--- src/rtl/core/tia_pkg.sv ---
package tia_pkg;

    localparam int unsigned IdW     = 8;
    localparam int unsigned TypeW   = 2;
    localparam int unsigned StatusW = 3;
    localparam int unsigned CfgW    = 3;

    typedef enum logic [StatusW-1:0] {
        ST_OK        = 3'd0,
        ST_UNISSUED  = 3'd1,
        ST_EXHAUSTED = 3'd2,
        ST_BAD_TYPE  = 3'd3,
        ST_FULL      = 3'd4
    } status_t;

    typedef enum logic {
        CMD_ALLOC = 1'b0,
        CMD_FREE  = 1'b1
    } cmd_t;

    // outcome of one item, passed from the tracker to the result stage
    typedef struct packed {
        status_t status;
        logic    pop;
        logic    push;
        logic    fresh;
    } decision_t;

endpackage

--- src/rtl/core/tia_tracker.sv ---
module tia_tracker #(
    parameter int unsigned NUM_TYPES    = 4,
    parameter int unsigned IDS_PER_TYPE = 256,
    parameter int unsigned AW           = 10
) (
    input  logic                        aclk,
    input  logic                        aresetn,
    input  logic                        take,
    input  logic                        cmd,
    input  logic [tia_pkg::TypeW-1:0]   res_type,
    input  logic [tia_pkg::IdW-1:0]     id_value,
    input  logic [tia_pkg::CfgW-1:0]    types_in_use,
    output tia_pkg::decision_t          dec,
    output logic [AW-1:0]               addr,
    output logic [tia_pkg::IdW-1:0]     fresh_id
);

    localparam int unsigned CW = $clog2(IDS_PER_TYPE + 1);
    localparam int unsigned LW = $clog2(IDS_PER_TYPE);
    localparam int unsigned TW = (NUM_TYPES > 1) ? $clog2(NUM_TYPES) : 1;
    localparam int unsigned XW = (CW > tia_pkg::IdW) ? CW : tia_pkg::IdW;

    logic [CW-1:0] fresh_reg [NUM_TYPES];
    logic [CW-1:0] level_reg [NUM_TYPES];

    logic [TW-1:0] tidx;
    logic [CW-1:0] fresh_cur;
    logic [CW-1:0] level_cur;
    logic [LW-1:0] slot;
    logic          bad;

    assign tidx      = TW'(res_type);
    assign fresh_cur = fresh_reg[tidx];
    assign level_cur = level_reg[tidx];
    assign bad       = ({1'b0, res_type} >= types_in_use) || (32'(res_type) >= NUM_TYPES);

    always_comb begin
        dec.status = tia_pkg::ST_OK;
        dec.pop    = 1'b0;
        dec.push   = 1'b0;
        dec.fresh  = 1'b0;
        slot       = LW'(level_cur);
        priority if (bad) begin
            dec.status = tia_pkg::ST_BAD_TYPE;
        end else if (cmd == tia_pkg::CMD_ALLOC) begin
            priority if (level_cur != '0) begin
                dec.pop = 1'b1;
                slot    = LW'(level_cur - CW'(1));
            end else if (32'(fresh_cur) < IDS_PER_TYPE) begin
                dec.fresh = 1'b1;
            end else begin
                dec.status = tia_pkg::ST_EXHAUSTED;
            end
        end else begin
            priority if (XW'(id_value) >= XW'(fresh_cur)) begin
                dec.status = tia_pkg::ST_UNISSUED;
            end else if (32'(level_cur) >= IDS_PER_TYPE) begin
                dec.status = tia_pkg::ST_FULL;
            end else begin
                dec.push = 1'b1;
            end
        end
    end

    assign addr     = AW'(tidx) * AW'(IDS_PER_TYPE) + AW'(slot);
    assign fresh_id = tia_pkg::IdW'(XW'(fresh_cur));

    always_ff @(posedge aclk) begin
        if (!aresetn) begin
            for (int i = 0; i < NUM_TYPES; i++) begin
                fresh_reg[i] <= '0;
                level_reg[i] <= '0;
            end
        end else if (take) begin
            if (dec.fresh) begin
                fresh_reg[tidx] <= fresh_cur + CW'(1);
            end
            if (dec.pop) begin
                level_reg[tidx] <= level_cur - CW'(1);
            end else if (dec.push) begin
                level_reg[tidx] <= level_cur + CW'(1);
            end
        end
    end

endmodule

--- config.mk ---
export PLATFORM = sky130hd
export DESIGN_NAME = tia_tracker
export DESIGN_NICKNAME = d
export VERILOG_FILES = /design/src/rtl/core/tia_pkg.sv /design/src/rtl/core/tia_tracker.sv
export SDC_FILE = /design/constraint.sdc
export NUM_CORES = 1
export LEC_CHECK = 0
export ABC_AREA = 1
export BUFFER_PORTS_ARGS = -buffer_cell sky130_fd_sc_hd__buf_2
export CAP_MARGIN = 15
export CORE_MARGIN = 3
export CORE_UTILIZATION = 27
export DETAILED_ROUTE_END_ITERATION = 10
export PLACE_DENSITY = 0.45
export RECOVER_POWER = 100
export SLEW_MARGIN = 20
export SYNTH_ARGS = -nofsm -noshare
export SYNTH_HDL_FRONTEND = slang
export SYNTH_SLANG_ARGS = --single-unit
export TNS_END_PERCENT = 10
--- constraint.sdc ---
create_clock -name aclk -period 9.1 [get_ports aclk]
set_input_delay 0.91 -clock aclk [delete_from_list [all_inputs] [get_ports aclk]]
set_output_delay 0.91 -clock aclk [all_outputs]
set_load 0.03 [all_outputs]
==> results_dict.tcl <==
set metrics [dict create \
    dieArea_sq_um 18200 \
    status "complete, but fails checks" \
    netlist_area_sq_um 4490 \
    synth_edf_count 72 \
    place.gp.congestion 0.825 \
    path_max_fanout 44 \
    grt_pass1_vias 3358 \
    synth_flop_cell "edfxtp_1" \
    placed_cells 733 \
    power_mw 0.947 \
    ctsResizeCount 0 \
    hp-class "reg -> reg" \
    path_clk_slew_ns 0.05 \
    clock_sinks 72 \
    ioPinCount 41 \
    grt_setup_unrepaired "no" \
    fp.dieH_microns 135 \
    slew_violations 45 \
    die_w_microns 135 \
    layout-drive-gt1-share_pct 12.9 \
    p_leak_nw 2.11 \
    grt_max_degree 45 \
    top_layer "met4" \
    syn_avg_cell_area_sq_um 9.05 \
    clock_latency_ns 0.33 \
    m1WireLength_mm 5.32 \
    cp.arrival_ns 6.54 \
    dr_wl_met3_microns 350 \
    fin_crit_sh_pct 72.1 \
    final_cells 749 \
    drtIter0Drc 183 \
    fmax_ghz 0.152 \
    nets 558 \
    worst_pin_slew_ns 2.12 \
    first_pass_iters 4 \
    cts_tree "yes" \
    syn_nets 526 \
    grt_usage_pct 13.0 \
    finalCriticalPeriod_ns 6.56 \
    synth-seq-cells 72 \
    worstPathRequired_ns 9.08 \
    syn_to_final_growth_pct 10.3 \
    crit_type "in -> reg" \
    ys_async_sr_fraction_pct 0 \
    cts_setup_buffers 0 \
    syn_inst 496 \
    slew_headroom_pct -41.6 \
    synth_area_leaders "edfxtp_1 48%, nand2_1 11%, nor2_1 6.6%, nand3_1 5.0%, ha_1 3.6%" \
    cts_buffers 9 \
    setup.worst_path.start_class "input port" \
    routed_wl_mm 11.3 \
    end_kind "register" \
    cts_root_buf "clkbuf_16" \
    hold_viol_final 0 \
    vias 3382 \
    antenna_found_initial 0 \
    drcViolationCount 0 \
    design.core.area_sq_um 16100 \
    drv_cap 1 \
    fillCellCount 1746 \
    ys_seq_area_share_pct 48.1 \
    skew_ns 0.00474 \
    wl_met2_mm 5.42 \
    start_util_pct 28.0 \
    vdd_drop_max_mv 0.106 \
    power.density_nw_per_um2 191 \
    yosysTopAreaCellShare_pct 48.1 \
    setup_tns_ns 0 \
    ys_types 35 \
    antenna_left 0 \
    dp_hpwl_mm 8.02 \
    gr-total-overflow 0 \
    wl_per_cell_microns 15.1 \
    yosysTopAreaCell "edfxtp_1" \
    diodes 0 \
    hold_buffers 0 \
    clk_path_buf_depth 2 \
    setup_viol 0 \
    num_rows 46 \
    via_per_inst 4.52 \
    io_buffers 40 \
    violations "capacitance limit, slew limit" \
    htreeDepth 3 \
    grt_pass1_wl_mm 18.3 \
    yosys_warnings 0 \
]
==> area by class of cell <==
cell class,count,area [sq um],area share [%]
tap,216,270,5.46
clock buffer,9,225,4.55
timing repair buffer,40,173,3.49
clock inverter,7,110,2.22
multi-input combinational,359,1840,37.1
sequential,72,2160,43.7
inverter,46,175,3.54
==> layout by cell type, fill, tap and decap left out, drive strengths merged <==
cell,netlist,layout
a32oi,1,1
nand4,7,7
a21oi,6,6
xnor2,2,2
bufinv,0,3
and2,1,1
nor2,84,84
nand2,150,150
o31ai,1,1
clkinv,1,4
o22ai,1,1
o21ai,17,17
xor2,17,17
nor3,2,2
inv,45,45
ha,13,13
edfxtp,72,72
buf,18,18
nand3,57,57
clkbuf,1,31
clkinvlp,0,1
==> synthesized netlist by cell type, types with 3 or more instances <==
| library cell | n |
|---|---|
| nand2_1 | 128 |
| nor2_1 | 79 |
| edfxtp_1 | 72 |
| nand3_1 | 45 |
| inv_1 | 37 |
| nand2_2 | 17 |
| xor2_1 | 16 |
| ha_1 | 13 |
| o21ai_0 | 12 |
| buf_4 | 8 |
| nand3_2 | 8 |
| inv_2 | 7 |
| a21oi_1 | 6 |
| buf_6 | 5 |
| nand4_1 | 5 |
| o21ai_1 | 5 |
| nand2_4 | 4 |
| nand3_4 | 4 |
| nor2_4 | 4 |
| buf_2 | 3 |
==> through the flow <==
stage	util [%]	setup WS, ns	cell area (sq um)	hold WS [ns]
6_report	30.8	2.54	4950	0.940
5_1_grt	30.8	1.91	4950	1.01
4_1_cts	32.0	4.06	5130	0.887
3_5_place_dp	29.9	4.07	4800	0.877
3_3_place_gp	29.9	4.12	4800	0.873
2_1_floorplan	-	4.91	4490	0.833
==> layer usage <==
metal	up-vias	track usage (%)
li1	1690	-
met2	64	21.7
met5	-	0
met3	16	2.68
met1	1612	17.2
met4	0	3.36
==> path summary, 6_finish.rpt <==
kind	from	end	slack, ns	depth (start not counted)
worst max-delay path	res_type[0]	level_reg[1][1]	2.54	18
worst max register to register	fresh_reg[2][0]	level_reg[1][1]	4.85	16
worst min register to register	fresh_reg[0][8]	fresh_reg[1][8]	0.94	5
worst min-delay path	fresh_reg[0][8]	fresh_reg[1][8]	0.94	5
==> worst max-delay path: stages <==
cell	delay [ns]
clkbuf_1	1.48
inv_4	0.55
o21ai_0	0.41
o22ai_1	0.27
ha_1	0.36
inv_1	0.05
nand2_1	0.04
nand3_1	0.07
nand3_1	0.08
nand2_1	0.07
nand2_1	0.05
nand2_1	0.05
nand2_1	0.08
nand2_1	0.20
nand3_1	0.34
nand2_1	0.44
nand3_1	0.42
nand2_1	0.61
==> report_power, final <==
group,switching [mW],internal (mW)
Clock,0.134,0.265
Sequential,0.00415,0.381
Combinational,0.123,0.0401
==> logic make-up after synthesis <==
kind of cell	count (synthesis)	synth area share [%]
fa+ha+maj	13	3.62
buf+inv	65	7.58
flops	72	48.1
compound gates	26	3.54
xor+xnor	19	3.87
simple gates	301	33.2
Power figures use the tool's default switching activity.
